## config.mk

```make
export PLATFORM = sky130hd
export DESIGN_NAME = stepper_trapezoid_ramp_flat
export DESIGN_NICKNAME = d
export VERILOG_FILES = /design/src/hw/rtl/stramp_pkg.sv /design/src/hw/rtl/stramp_if.sv /design/src/hw/rtl/stepper_trapezoid_ramp.sv /design/src/hw/rtl/stramp_div.sv /design/src/hw/rtl/stramp_dp.sv /design/src/hw/rtl/stramp_ctrl.sv /design/src/flat_wrapper.sv
export VERILOG_INCLUDE_DIRS = /design/src /design/src/hw/rtl
export SDC_FILE = /design/constraint.sdc
export NUM_CORES = 1
export LEC_CHECK = 0
export BUFFER_PORTS_ARGS = -buffer_cell sky130_fd_sc_hd__buf_2
export CAP_MARGIN = 0
export CORE_UTILIZATION = 60
export CTS_BUF_LIST = sky130_fd_sc_hd__clkbuf_16
export DETAILED_ROUTE_END_ITERATION = 10
export PLACE_DENSITY_LB_ADDON = 0.25
export SLEW_MARGIN = 5
export SYNTH_ARGS = -nofsm -noshare
export SYNTH_HDL_FRONTEND = slang
export SYNTH_HIERARCHICAL = 1
export SYNTH_SLANG_ARGS = --single-unit
```

## constraint.sdc

```tcl
create_clock -name clk -period 11.2 [get_ports clk]
set_clock_uncertainty 0.1 [all_clocks]
set_input_delay 0.56 -clock clk [delete_from_list [all_inputs] [get_ports clk]]
set_output_delay 0.56 -clock clk [all_outputs]
set_load 0.02 [all_outputs]
```

## src/hw/rtl/stepper_trapezoid_ramp_defines.svh

```systemverilog
// Assertion macros shared by the stepper ramp RTL.
`ifndef STEPPER_TRAPEZOID_RAMP_DEFINES_SVH
`define STEPPER_TRAPEZOID_RAMP_DEFINES_SVH

// Same-cycle implication, disabled while reset is asserted.
`define STRAMP_ASSERT_NOW(label, clk_s, rst_s, ante, cons, msg) \
  label: assert property (@(posedge clk_s) disable iff (!rst_s) (ante) |-> (cons)) \
    else $error(msg);

// Next-cycle implication, disabled while reset is asserted.
`define STRAMP_ASSERT_NEXT(label, clk_s, rst_s, ante, cons, msg) \
  label: assert property (@(posedge clk_s) disable iff (!rst_s) (ante) |=> (cons)) \
    else $error(msg);

`endif

```

## src/hw/rtl/stramp_pkg.sv

```systemverilog
// Types, constants and register map for the stepper trapezoid ramp.
package stramp_pkg;

  localparam int CNT_W  = 20;   // step counter width
  localparam int ACC_W  = 20;   // accel/decel step count register width
  localparam int CMP_W  = (CNT_W > ACC_W) ? CNT_W : ACC_W;
  localparam int RATE_W = 14;
  localparam int INC_W  = 8;
  localparam int IVL_W  = 16;
  localparam int PER_W  = 20;
  localparam int DIVD_W = 20;   // dividend: 1e6 < 2^20
  localparam int DCNT_W = 5;    // iteration counter, holds DIVD_W
  localparam int MM_W   = 16;
  localparam int ADDR_W = 5;

  localparam logic [DIVD_W-1:0] US_PER_S   = 20'd1000000;
  localparam logic [RATE_W-1:0] MM_DIVISOR = 14'd13;
  localparam logic [6:0]        MM_FACTOR  = 7'd106;
  // ceil(2^21 / 13); exact floor(x/13) for x < 2^17
  localparam logic [MM_W+1:0]   MM_RECIP    = 18'd161320;
  localparam int                MM_RECIP_SH = 21;

  // Register indexes (paddr[4:2])
  localparam logic [2:0] REG_START_RATE  = 3'd0;
  localparam logic [2:0] REG_MAX_RATE    = 3'd1;
  localparam logic [2:0] REG_FINISH_RATE = 3'd2;
  localparam logic [2:0] REG_RATE_INC    = 3'd3;
  localparam logic [2:0] REG_RAMP_IVL    = 3'd4;
  localparam logic [2:0] REG_ACCEL_STEPS = 3'd5;
  localparam logic [2:0] REG_DECEL_STEPS = 3'd6;

  typedef struct packed {
    logic [RATE_W-1:0] start_rate;
    logic [RATE_W-1:0] max_rate;
    logic [RATE_W-1:0] finish_rate;
    logic [INC_W-1:0]  rate_increment;
    logic [IVL_W-1:0]  ramp_interval_us;
    logic [ACC_W-1:0]  accel_step_count;
    logic [ACC_W-1:0]  decel_step_count;
  } stramp_cfg_t;

  typedef enum logic [3:0] {
    PH_IDLE   = 4'b0001,
    PH_ACCEL  = 4'b0010,
    PH_CRUISE = 4'b0100,
    PH_DECEL  = 4'b1000
  } phase_t;

  // Controller -> datapath
  typedef struct packed {
    logic load_move;   // latch direction, start rate, clear counters
    logic clr_done;
    logic div_start;
    logic set_steps;
    logic set_period;
    logic tick_step;
    logic tick_ramp;
    logic out_load;
  } stramp_cmd_t;

  // Datapath -> controller
  typedef struct packed {
    logic div_busy;
    logic div_done;
    logic phase_idle;
    logic tick_end;
    logic rate_chg;
  } stramp_sts_t;

endpackage

```

## src/hw/rtl/stramp_if.sv

```systemverilog
// Input and result channel interfaces.
interface stramp_in_if;
  import stramp_pkg::*;
  logic            valid;
  logic            ready;
  logic            req_type;
  logic [MM_W-1:0] distance_mm;
  logic            forward;

  modport source (output valid, req_type, distance_mm, forward, input ready);
  modport sink (input valid, req_type, distance_mm, forward, output ready);
endinterface

interface stramp_out_if;
  import stramp_pkg::*;
  logic              valid;
  logic              ready;
  logic              step_level;
  logic              left_dir_level;
  logic              right_dir_level;
  logic              enable_n;
  logic              done_res;
  logic              busy_res;
  logic [RATE_W-1:0] step_rate;

  modport source (output valid, step_level, left_dir_level, right_dir_level, enable_n,
                  done_res, busy_res, step_rate, input ready);
  modport sink (input valid, step_level, left_dir_level, right_dir_level, enable_n,
                done_res, busy_res, step_rate, output ready);
endinterface

```

## src/hw/rtl/stepper_trapezoid_ramp.sv

```systemverilog
// Top level: register port, controller and datapath of the stepper ramp.
//
//  channel  direction  transfer on           payload
//  in_ch    sink       valid & ready         req_type, distance_mm, forward
//  out_ch   source     valid & ready         step/dir/enable levels, done, busy, rate
//  APB      slave      psel&penable&pwrite   7 registers at 4*index
//
// Tick while idle or on the last step: S_TICK_STEP, then S_RESULT loads the result.
// Other ticks add S_TICK_RAMP; a rate change adds a restoring divide in S_DIV_PERIOD.
// Move: step count by reciprocal multiply, then one divider pass for 1e6/start rate.
// One item in flight; the next is taken once the result register is free or drains.
// rst_n is synchronous, active low, and restores the register defaults.
module stepper_trapezoid_ramp import stramp_pkg::*; (
  input  logic              clk,
  input  logic              rst_n,
  stramp_in_if.sink         in_ch,
  stramp_out_if.source      out_ch,
  input  logic              psel,
  input  logic              penable,
  input  logic              pwrite,
  input  logic [ADDR_W-1:0] paddr,
  input  logic [31:0]       pwdata,
  output logic [31:0]       prdata,
  output logic              pready
);

  stramp_cfg_t cfg_r, cfg_nxt;
  stramp_cmd_t cmd;
  stramp_sts_t sts;
  logic        wr_en;
  logic [2:0]  reg_idx;

  assign pready  = 1'b1;
  assign wr_en   = psel && penable && pwrite;
  assign reg_idx = paddr[4:2];

  always_comb begin
    cfg_nxt = cfg_r;
    if (wr_en) begin
      case (reg_idx)
        REG_START_RATE:  cfg_nxt.start_rate       = pwdata[RATE_W-1:0];
        REG_MAX_RATE:    cfg_nxt.max_rate         = pwdata[RATE_W-1:0];
        REG_FINISH_RATE: cfg_nxt.finish_rate      = pwdata[RATE_W-1:0];
        REG_RATE_INC:    cfg_nxt.rate_increment   = pwdata[INC_W-1:0];
        REG_RAMP_IVL:    cfg_nxt.ramp_interval_us = pwdata[IVL_W-1:0];
        REG_ACCEL_STEPS: cfg_nxt.accel_step_count = pwdata[ACC_W-1:0];
        REG_DECEL_STEPS: cfg_nxt.decel_step_count = pwdata[ACC_W-1:0];
        default: ;
      endcase
    end
  end

  always_comb begin
    case (reg_idx)
      REG_START_RATE:  prdata = 32'(cfg_r.start_rate);
      REG_MAX_RATE:    prdata = 32'(cfg_r.max_rate);
      REG_FINISH_RATE: prdata = 32'(cfg_r.finish_rate);
      REG_RATE_INC:    prdata = 32'(cfg_r.rate_increment);
      REG_RAMP_IVL:    prdata = 32'(cfg_r.ramp_interval_us);
      REG_ACCEL_STEPS: prdata = 32'(cfg_r.accel_step_count);
      REG_DECEL_STEPS: prdata = 32'(cfg_r.decel_step_count);
      default:         prdata = '0;
    endcase
  end

  always_ff @(posedge clk) begin
    if (!rst_n) begin
      cfg_r.start_rate       <= 14'd1000;
      cfg_r.max_rate         <= 14'd9000;
      cfg_r.finish_rate      <= 14'd1000;
      cfg_r.rate_increment   <= 8'd2;
      cfg_r.ramp_interval_us <= 16'd2000;
      cfg_r.accel_step_count <= 20'd40000;
      cfg_r.decel_step_count <= 20'd40000;
    end else begin
      cfg_r <= cfg_nxt;
    end
  end

  stramp_ctrl u_ctrl (
    .clk         (clk),
    .rst_n       (rst_n),
    .in_valid    (in_ch.valid),
    .in_req_type (in_ch.req_type),
    .in_ready    (in_ch.ready),
    .out_valid   (out_ch.valid),
    .out_ready   (out_ch.ready),
    .cmd         (cmd),
    .sts         (sts)
  );

  stramp_dp u_dp (
    .clk             (clk),
    .rst_n           (rst_n),
    .cfg             (cfg_r),
    .cmd             (cmd),
    .sts             (sts),
    .in_distance_mm  (in_ch.distance_mm),
    .in_forward      (in_ch.forward),
    .step_level      (out_ch.step_level),
    .left_dir_level  (out_ch.left_dir_level),
    .right_dir_level (out_ch.right_dir_level),
    .enable_n        (out_ch.enable_n),
    .done_res        (out_ch.done_res),
    .busy_res        (out_ch.busy_res),
    .step_rate       (out_ch.step_rate)
  );

endmodule

```

## src/hw/rtl/stramp_div.sv

```systemverilog
// Restoring divider, one quotient bit per cycle.
module stramp_div import stramp_pkg::*; (
  input  logic              clk,
  input  logic              rst_n,
  input  logic              start,
  input  logic [DIVD_W-1:0] dividend,
  input  logic [RATE_W-1:0] divisor,
  output logic              busy,
  output logic              done,
  output logic [DIVD_W-1:0] quotient
);

  logic [DIVD_W-1:0] q_r, q_nxt;
  logic [RATE_W-1:0] rem_r, rem_nxt;
  logic [RATE_W-1:0] dvs_r, dvs_nxt;
  logic [DCNT_W-1:0] cnt_r, cnt_nxt;
  logic              busy_r, busy_nxt;
  logic              done_r, done_nxt;
  logic [RATE_W:0]   trial;
  logic              fits;

  assign trial = {rem_r, q_r[DIVD_W-1]};
  assign fits  = trial >= {1'b0, dvs_r};

  always_comb begin
    q_nxt    = q_r;
    rem_nxt  = rem_r;
    dvs_nxt  = dvs_r;
    cnt_nxt  = cnt_r;
    busy_nxt = busy_r;
    done_nxt = 1'b0;
    if (start) begin
      q_nxt    = dividend;
      rem_nxt  = '0;
      dvs_nxt  = divisor;
      cnt_nxt  = DCNT_W'(DIVD_W);
      busy_nxt = 1'b1;
    end else if (busy_r) begin
      // divisor of zero gives an all-ones quotient
      rem_nxt = fits ? RATE_W'(trial - {1'b0, dvs_r}) : trial[RATE_W-1:0];
      q_nxt   = {q_r[DIVD_W-2:0], fits};
      cnt_nxt = cnt_r - DCNT_W'(1);
      if (cnt_r == DCNT_W'(1)) begin
        busy_nxt = 1'b0;
        done_nxt = 1'b1;
      end
    end
  end

  always_ff @(posedge clk) begin
    if (!rst_n) begin
      busy_r <= 1'b0;
      done_r <= 1'b0;
      cnt_r  <= '0;
    end else begin
      busy_r <= busy_nxt;
      done_r <= done_nxt;
      cnt_r  <= cnt_nxt;
    end
  end

  always_ff @(posedge clk) begin
    q_r   <= q_nxt;
    rem_r <= rem_nxt;
    dvs_r <= dvs_nxt;
  end

  assign busy     = busy_r;
  assign done     = done_r;
  assign quotient = q_r;

endmodule

```

## src/hw/rtl/stramp_dp.sv

```systemverilog
// Ramp datapath: step/interval counters, rate update, period divider, result register.
module stramp_dp import stramp_pkg::*; (
  input  logic              clk,
  input  logic              rst_n,
  input  stramp_cfg_t       cfg,
  input  stramp_cmd_t       cmd,
  output stramp_sts_t       sts,
  input  logic [MM_W-1:0]   in_distance_mm,
  input  logic              in_forward,
  output logic              step_level,
  output logic              left_dir_level,
  output logic              right_dir_level,
  output logic              enable_n,
  output logic              done_res,
  output logic              busy_res,
  output logic [RATE_W-1:0] step_rate
);

  logic [CNT_W-1:0]  steps_left_r, steps_left_nxt;
  logic [CNT_W-1:0]  steps_total_r, steps_total_nxt;
  logic [RATE_W-1:0] rate_r, rate_nxt;
  logic [PER_W-1:0]  period_r, period_nxt;
  logic [PER_W-1:0]  pcount_r, pcount_nxt;
  logic [IVL_W-1:0]  icount_r, icount_nxt;
  phase_t            phase_r, phase_nxt;
  logic              ramp_en_r, ramp_en_nxt;
  logic              pin_r, pin_nxt;
  logic              dir_r, dir_nxt;
  logic              done_r, done_nxt;

  // result register
  logic              o_step_r, o_dir_r, o_busy_r, o_done_r;
  logic [RATE_W-1:0] o_rate_r;

  // divider
  logic [DIVD_W-1:0] div_dividend, div_q;
  logic [RATE_W-1:0] div_divisor;
  logic              div_busy, div_done;

  // step count from distance
  logic [MM_W:0]     mm_x2;
  logic [2*MM_W+2:0] mm_prod;
  logic [CNT_W-1:0]  mm_steps;

  // step stage
  logic [PER_W-1:0]  pc_inc;
  logic              p_fire;
  logic [CNT_W-1:0]  sl_dec;
  logic              last_step;
  logic              decel_hit;

  // ramp stage
  logic [IVL_W-1:0]  ic_inc;
  logic              ramp_act, iv_fire;
  logic [CNT_W-1:0]  taken;
  logic              acc_go;
  logic [RATE_W:0]   r_up, fin_plus;
  logic [RATE_W-1:0] r_cap, r_dn;
  logic              new_zero;

  // mm*106/13 = 8*mm + floor(2*mm/13)
  assign mm_x2    = {in_distance_mm, 1'b0};
  assign mm_prod  = (2*MM_W+3)'(mm_x2) * (2*MM_W+3)'(MM_RECIP);
  assign mm_steps = CNT_W'({in_distance_mm, 3'b000}) +
                    CNT_W'(mm_prod[2*MM_W+2:MM_RECIP_SH]);

  assign div_dividend = US_PER_S;
  assign div_divisor  = rate_nxt;

  stramp_div u_div (
    .clk      (clk),
    .rst_n    (rst_n),
    .start    (cmd.div_start),
    .dividend (div_dividend),
    .divisor  (div_divisor),
    .busy     (div_busy),
    .done     (div_done),
    .quotient (div_q)
  );

  assign pc_inc    = pcount_r + PER_W'(1);
  assign p_fire    = pc_inc >= period_r;
  assign sl_dec    = steps_left_r - CNT_W'(1);
  assign last_step = sl_dec == '0;
  assign decel_hit = ramp_en_r && (phase_r != PH_DECEL) &&
                     (CMP_W'(sl_dec) <= CMP_W'(cfg.decel_step_count));

  assign ic_inc   = icount_r + IVL_W'(1);
  assign ramp_act = (phase_r == PH_ACCEL) || (phase_r == PH_DECEL);
  assign iv_fire  = ic_inc >= cfg.ramp_interval_us;
  assign taken    = steps_total_r - steps_left_r;
  assign acc_go   = CMP_W'(taken) < CMP_W'(cfg.accel_step_count);
  assign r_up     = {1'b0, rate_r} + (RATE_W+1)'(cfg.rate_increment);
  assign r_cap    = (r_up > {1'b0, cfg.max_rate}) ? cfg.max_rate : r_up[RATE_W-1:0];
  assign fin_plus = {1'b0, cfg.finish_rate} + (RATE_W+1)'(cfg.rate_increment);
  assign r_dn     = ({1'b0, rate_r} <= fin_plus) ? cfg.finish_rate
                                                 : rate_r - RATE_W'(cfg.rate_increment);

  assign new_zero = mm_steps == '0;

  always_comb begin
    steps_left_nxt  = steps_left_r;
    steps_total_nxt = steps_total_r;
    rate_nxt        = rate_r;
    period_nxt      = period_r;
    pcount_nxt      = pcount_r;
    icount_nxt      = icount_r;
    phase_nxt       = phase_r;
    ramp_en_nxt     = ramp_en_r;
    pin_nxt         = pin_r;
    dir_nxt         = dir_r;
    done_nxt        = done_r;

    if (cmd.clr_done) begin
      done_nxt = 1'b0;
    end
    if (cmd.load_move) begin
      pin_nxt    = 1'b0;
      dir_nxt    = in_forward;
      rate_nxt   = cfg.start_rate;
      pcount_nxt = '0;
      icount_nxt = '0;
    end
    if (cmd.set_steps) begin
      steps_total_nxt = mm_steps;
      steps_left_nxt  = mm_steps;
      if (new_zero) begin
        phase_nxt   = PH_IDLE;
        ramp_en_nxt = 1'b0;
        done_nxt    = 1'b1;
      end else if ((CMP_W+1)'(mm_steps) >
                   (CMP_W+1)'(cfg.accel_step_count) + (CMP_W+1)'(cfg.decel_step_count)) begin
        phase_nxt   = PH_ACCEL;
        ramp_en_nxt = 1'b1;
      end else begin
        phase_nxt   = PH_CRUISE;
        ramp_en_nxt = 1'b0;
      end
    end
    if (cmd.set_period) begin
      period_nxt = PER_W'(div_q);
    end
    if (cmd.tick_step && (phase_r != PH_IDLE)) begin
      if (p_fire) begin
        pcount_nxt     = '0;
        pin_nxt        = !pin_r;
        steps_left_nxt = sl_dec;
        if (last_step) begin
          phase_nxt   = PH_IDLE;
          ramp_en_nxt = 1'b0;
          done_nxt    = 1'b1;
        end else if (decel_hit) begin
          phase_nxt  = PH_DECEL;
          icount_nxt = '0;
        end
      end else begin
        pcount_nxt = pc_inc;
      end
    end
    if (cmd.tick_ramp && ramp_act) begin
      if (iv_fire) begin
        icount_nxt = '0;
        if (phase_r == PH_DECEL) begin
          rate_nxt   = r_dn;
          pcount_nxt = '0;
        end else if (acc_go) begin
          rate_nxt   = r_cap;
          pcount_nxt = '0;
        end else begin
          phase_nxt = PH_CRUISE;
        end
      end else begin
        icount_nxt = ic_inc;
      end
    end
  end

  always_ff @(posedge clk) begin
    if (!rst_n) begin
      steps_left_r  <= '0;
      steps_total_r <= '0;
      rate_r        <= '0;
      period_r      <= '0;
      pcount_r      <= '0;
      icount_r      <= '0;
      phase_r       <= PH_IDLE;
      ramp_en_r     <= 1'b0;
      pin_r         <= 1'b0;
      dir_r         <= 1'b0;
      done_r        <= 1'b0;
    end else begin
      steps_left_r  <= steps_left_nxt;
      steps_total_r <= steps_total_nxt;
      rate_r        <= rate_nxt;
      period_r      <= period_nxt;
      pcount_r      <= pcount_nxt;
      icount_r      <= icount_nxt;
      phase_r       <= phase_nxt;
      ramp_en_r     <= ramp_en_nxt;
      pin_r         <= pin_nxt;
      dir_r         <= dir_nxt;
      done_r        <= done_nxt;
    end
  end

  always_ff @(posedge clk) begin
    if (cmd.out_load) begin
      o_step_r <= pin_r;
      o_dir_r  <= dir_r;
      o_busy_r <= phase_r != PH_IDLE;
      o_done_r <= done_r;
      o_rate_r <= rate_r;
    end
  end

  assign sts.div_busy   = div_busy;
  assign sts.div_done   = div_done;
  assign sts.phase_idle = phase_r == PH_IDLE;
  assign sts.tick_end   = p_fire && last_step;
  assign sts.rate_chg   = ramp_act && iv_fire && ((phase_r == PH_DECEL) || acc_go);

  assign step_level      = o_step_r;
  assign left_dir_level  = o_dir_r;
  assign right_dir_level = !o_dir_r;
  assign enable_n        = !o_busy_r;
  assign busy_res        = o_busy_r;
  assign done_res        = o_done_r;
  assign step_rate       = o_rate_r;

endmodule

```

## src/hw/rtl/stramp_ctrl.sv

```systemverilog
// Sequencing state machine for moves and ticks.
`include "stepper_trapezoid_ramp_defines.svh"

module stramp_ctrl import stramp_pkg::*; (
  input  logic        clk,
  input  logic        rst_n,
  input  logic        in_valid,
  input  logic        in_req_type,
  output logic        in_ready,
  output logic        out_valid,
  input  logic        out_ready,
  output stramp_cmd_t cmd,
  input  stramp_sts_t sts
);

  typedef enum logic [4:0] {
    S_IDLE       = 5'b00001,
    S_DIV_PERIOD = 5'b00010,
    S_TICK_STEP  = 5'b00100,
    S_TICK_RAMP  = 5'b01000,
    S_RESULT     = 5'b10000
  } state_t;

  state_t state_r, state_nxt;
  logic   out_valid_r, out_valid_nxt;
  logic   in_acc;

  assign in_ready = (state_r == S_IDLE) && (!out_valid_r || out_ready);
  assign in_acc   = in_valid && in_ready;

  always_comb begin
    state_nxt = state_r;
    cmd       = '0;
    case (state_r)
      S_IDLE: begin
        if (in_acc) begin
          cmd.clr_done = 1'b1;
          if (in_req_type) begin
            cmd.load_move = 1'b1;
            cmd.set_steps = 1'b1;
            cmd.div_start = 1'b1;
            state_nxt     = S_DIV_PERIOD;
          end else begin
            state_nxt = S_TICK_STEP;
          end
        end
      end
      S_DIV_PERIOD: begin
        if (sts.div_done) begin
          cmd.set_period = 1'b1;
          state_nxt      = S_RESULT;
        end
      end
      S_TICK_STEP: begin
        cmd.tick_step = 1'b1;
        if (sts.phase_idle || sts.tick_end) begin
          state_nxt = S_RESULT;
        end else begin
          state_nxt = S_TICK_RAMP;
        end
      end
      S_TICK_RAMP: begin
        cmd.tick_ramp = 1'b1;
        if (sts.rate_chg) begin
          cmd.div_start = 1'b1;
          state_nxt     = S_DIV_PERIOD;
        end else begin
          state_nxt = S_RESULT;
        end
      end
      S_RESULT: begin
        cmd.out_load = 1'b1;
        state_nxt    = S_IDLE;
      end
      default: begin
        state_nxt = S_IDLE;
      end
    endcase
  end

  always_comb begin
    out_valid_nxt = out_valid_r;
    if (out_valid_r && out_ready) begin
      out_valid_nxt = 1'b0;
    end
    if (cmd.out_load) begin
      out_valid_nxt = 1'b1;
    end
  end

  always_ff @(posedge clk) begin
    if (!rst_n) begin
      state_r     <= S_IDLE;
      out_valid_r <= 1'b0;
    end else begin
      state_r     <= state_nxt;
      out_valid_r <= out_valid_nxt;
    end
  end

  assign out_valid = out_valid_r;

  `STRAMP_ASSERT_NOW(a_div_start_idle, clk, rst_n, cmd.div_start, !sts.div_busy,
    "divider started while busy")
  `STRAMP_ASSERT_NOW(a_div_done_expected, clk, rst_n, sts.div_done,
    state_r == S_DIV_PERIOD,
    "divider result outside a divide state")
  `STRAMP_ASSERT_NOW(a_no_result_overwrite, clk, rst_n, cmd.out_load,
    !out_valid_r || out_ready, "result register loaded over an untaken result")
  `STRAMP_ASSERT_NEXT(a_end_goes_idle, clk, rst_n,
    (state_r == S_TICK_STEP) && !sts.phase_idle && sts.tick_end, sts.phase_idle,
    "move end did not return the phase to idle")

endmodule
```

## src/flat_wrapper.sv

```systemverilog
// flat-port wrapper written by rule: the top's interface ports become plain ports
module stepper_trapezoid_ramp_flat import stramp_pkg::*;
  (clk, rst_n, psel, penable, pwrite, paddr, pwdata, prdata, pready, in_ch_valid, in_ch_req_type, in_ch_distance_mm, in_ch_forward, in_ch_ready, out_ch_valid, out_ch_step_level, out_ch_left_dir_level, out_ch_right_dir_level, out_ch_enable_n, out_ch_done_res, out_ch_busy_res, out_ch_step_rate, out_ch_ready);
  stramp_in_if in_ch_i ();
  stramp_out_if out_ch_i ();
  input  logic clk;
  input  logic rst_n;
  input  logic psel;
  input  logic penable;
  input  logic pwrite;
  input  logic [ADDR_W-1:0] paddr;
  input  logic [31:0] pwdata;
  output logic [31:0] prdata;
  output logic pready;
  input wire logic [$bits(in_ch_i.valid)-1:0] in_ch_valid;
  input wire logic [$bits(in_ch_i.req_type)-1:0] in_ch_req_type;
  input wire logic [$bits(in_ch_i.distance_mm)-1:0] in_ch_distance_mm;
  input wire logic [$bits(in_ch_i.forward)-1:0] in_ch_forward;
  output wire logic [$bits(in_ch_i.ready)-1:0] in_ch_ready;
  output wire logic [$bits(out_ch_i.valid)-1:0] out_ch_valid;
  output wire logic [$bits(out_ch_i.step_level)-1:0] out_ch_step_level;
  output wire logic [$bits(out_ch_i.left_dir_level)-1:0] out_ch_left_dir_level;
  output wire logic [$bits(out_ch_i.right_dir_level)-1:0] out_ch_right_dir_level;
  output wire logic [$bits(out_ch_i.enable_n)-1:0] out_ch_enable_n;
  output wire logic [$bits(out_ch_i.done_res)-1:0] out_ch_done_res;
  output wire logic [$bits(out_ch_i.busy_res)-1:0] out_ch_busy_res;
  output wire logic [$bits(out_ch_i.step_rate)-1:0] out_ch_step_rate;
  input wire logic [$bits(out_ch_i.ready)-1:0] out_ch_ready;
  assign in_ch_i.valid = in_ch_valid;
  assign in_ch_i.req_type = in_ch_req_type;
  assign in_ch_i.distance_mm = in_ch_distance_mm;
  assign in_ch_i.forward = in_ch_forward;
  assign in_ch_ready = in_ch_i.ready;
  assign out_ch_valid = out_ch_i.valid;
  assign out_ch_step_level = out_ch_i.step_level;
  assign out_ch_left_dir_level = out_ch_i.left_dir_level;
  assign out_ch_right_dir_level = out_ch_i.right_dir_level;
  assign out_ch_enable_n = out_ch_i.enable_n;
  assign out_ch_done_res = out_ch_i.done_res;
  assign out_ch_busy_res = out_ch_i.busy_res;
  assign out_ch_step_rate = out_ch_i.step_rate;
  assign out_ch_i.ready = out_ch_ready;
  stepper_trapezoid_ramp u_core (.clk(clk), .rst_n(rst_n), .in_ch(in_ch_i), .out_ch(out_ch_i), .psel(psel), .penable(penable), .pwrite(pwrite), .paddr(paddr), .pwdata(pwdata), .prdata(prdata), .pready(pready));
endmodule
```

==> impl_results.md <==
- Run status: finished, final reports clean
- Final Critical Period: approximately 10 ns
- Critical path's slowest cell: o41ai_1
- Wirelength per Cell: ~19 um
- Reg2Reg Setup Slack: 3.04 ns
- Worst Tran Pin Value: 1.146 ns
- Fmax: 100.1 MHz
- Setup-failing EPs final: 0
- Final Max Tran Viols: 0
- Drt drc: 0
- R2R Path Start: u_core/u_dp/steps_left_r[0]
- WP buf/inv: 5
- Final Hold Slack: 0.1512 ns
- Core box area: 42040 um^2
- Rows: between 70 and 80
- Die ar.: approximately 43000 um^2
- Delay-heaviest family, CP: compound AO/OA/AOI/OAI gates
- Post-CTS setup repair buffer count: 0
- Vias in the first global route: 21217
- Post-Synthesis Cell Area: 25580 um^2
- Worst Path Arrival: 10.29 ns
- Hold_buf cts: 0
- Maxcap violations: 0
- Post-detail-place hpwl: 52620 um
- Routed Antenna Nets: 0
- Worst R2R Path Depth: 29
- RSZ-0062 raised after global routing: false
- Clock Latency Late Sink: between 0.5 and 0.6 ns
- Synthesis Warnings: 6
- Vert. Die Dim: 208.5 um
- Initial Utilization: 0.6086
- VDD IR max: 0.3525 mV
- Slowest stage delay, CP: 0.57 ns
- Hold path cells: 2
- Worst path required time: 11.50 ns
- Worst Hold Class: input pin to flip-flop
- Final Wtd Congestion: slightly below 1
- Clk root buf: clkbuf_16
- Fill cells: around 3500
- Fraction of layout cells with a size suffix above 1: 0.08347
- Lkg Pwr: about 12 nW
- N_diodes: 0
- GRT overflow: 0
- # H-tree levels: 2
- Worst Hold Path EP: u_core/u_ctrl/state_r[2]
- First-pass GRT wire length: 110200 um
- Port Buf Inserts: 89
- TritonCTS Sinks: 303
- Crit Path Category: input pin to flip-flop
- Slew HR: 0.2344
- Initial antenna violation count: 0
- Vias post-DR: 21474
- Final Hold Fails: 0
- CTS Buf Count: 35
- Iteration-0 DRC Markers: 1543
- Synthesis-to-layout area growth: 7.150%
- Avg Cell Area, Syn: 8.762 um^2
- Critical Path End Type: flip-flop
- Gate Count Post-Synth: about 2900
- Worst reg2reg endpoint: u_core/u_dp/u_div/rem_r[13]
- Clk buf depth: 3
- Die width: 208.5 um
- CTS tree: yes
- Clk slew on worst S/H paths: 0.06 ns
- Detail-routed via count per cell: 6.076
- Io pins: 117
- Router iterations before antenna repair: 6
- Tcrit/Tclk final: 0.8918
- PwrDens: 243.5 nW/um^2
- Fin nets: 3453
- Reg area: 6586 um^2
- Crit path top cell by count: fa_1
- Setup_tns: 0 ns
- Post_cts resized: 0
- Overall Global Routing Usage: 0.3154
- HP Start: in_ch_req_type
- Multi-input logic area: 17260 um^2
- WL final: 68520 um
- CP startpoint kind: input pin
- Crit Path Max Fanout: 9
- Pin count of the biggest net entering global routing: 75
==> how the worst max path moves through the flow <==
| stage | startpoint | to | slack (ns) | cells past startpoint |
|---|---|---|---|---|
| after global placement | in_ch_distance_mm[5] | u_core/u_dp/phase_r[1] | 1.19 | 37 |
| final | in_ch_distance_mm[6] | u_core/u_dp/phase_r[1] | 1.21 | 34 |
| after CTS | in_ch_distance_mm[6] | u_core/u_dp/phase_r[1] | 1.38 | 37 |
| after global routing | in_ch_distance_mm[6] | u_core/u_dp/phase_r[1] | 0.62 | 37 |
| after detailed placement | in_ch_distance_mm[6] | u_core/u_dp/phase_r[1] | 0.84 | 37 |
| after floorplan | in_ch_distance_mm[3] | u_core/u_dp/phase_r[1] | 2.33 | 36 |
==> sequential cells by signal, summed over array words and instances, names as in the netlist, 5 cells and up <==
register                    flops
u_core/cfg_r                  106
u_core/u_dp/pcount_r           20
u_core/u_dp/period_r           20
u_core/u_dp/steps_left_r       20
u_core/u_dp/steps_total_r      20
u_core/u_dp/u_div/quotient     20
u_core/u_dp/icount_r           16
u_core/u_dp/rate_r             14
u_core/u_dp/step_rate          14
u_core/u_dp/u_div/dvs_r        14
u_core/u_dp/u_div/rem_r        14
u_core/u_ctrl/state_r           5
u_core/u_dp/u_div/cnt_r         5
==> report_power, final <==
part | switching, mW | internal (mW)
combinational | 2.54 | 1.75
sequential | 0.0756 | 1.20
clock | 0.471 | 0.640
==> through the flow <==
step | setup WS [ns] | total power [mW] | util | instances | cell area [um^2]
detailed placement | 0.8369 | 5.500 | 0.6262 | 3472 | 26330
CTS | 1.379 | 6.641 | 0.6521 | 3534 | 27410
floorplan | 2.333 | 4.442 | - | 2949 | 25690
finish | 1.212 | 6.675 | 0.6521 | 3534 | 27410
global route | 0.6192 | 7.238 | 0.6521 | 3534 | 27410
global placement | 1.187 | 5.336 | 0.6262 | 3472 | 26330
==> final cells by class <==
| class | instances | share of cell area |
|---|---|---|
| inverters | 329 | 0.04505 |
| clock inverters | 27 | 0.007759 |
| well taps | 539 | 0.02460 |
| multi-input cells | 2196 | 0.6295 |
| clock buffers | 35 | 0.03195 |
| repair buffers | 105 | 0.02086 |
| flip-flops and latches | 303 | 0.2403 |
==> routing by layer <==
| layer | vias to the layer above | global-route usage | share of wire |
|---|---|---|---|
| met5 | - | 0 | 0 |
| met4 | 0 | 0.1351 | 0.042 |
| met1 | 10353 | 0.4015 | 0.43 |
| met3 | 136 | 0.04151 | 0.057 |
| li1 | 10327 | - | - |
| met2 | 658 | 0.5351 | 0.47 |
==> placed cells by master (no fill, tap or decap), types with 58 or more instances in the layout <==
| cell type | count |
|---|---|
| xnor2_1 | 98 |
| fa_1 | 78 |
| inv_1 | 334 |
| dfxtp_1 | 251 |
| nand2_1 | 226 |
| buf_2 | 88 |
| nor2_1 | 199 |
| mux2i_1 | 164 |
| a21oi_1 | 141 |
| o21ai_0 | 138 |
| ha_1 | 343 |
| nand3_1 | 58 |
No activity file was read; power rests on OpenSTA's default activity.
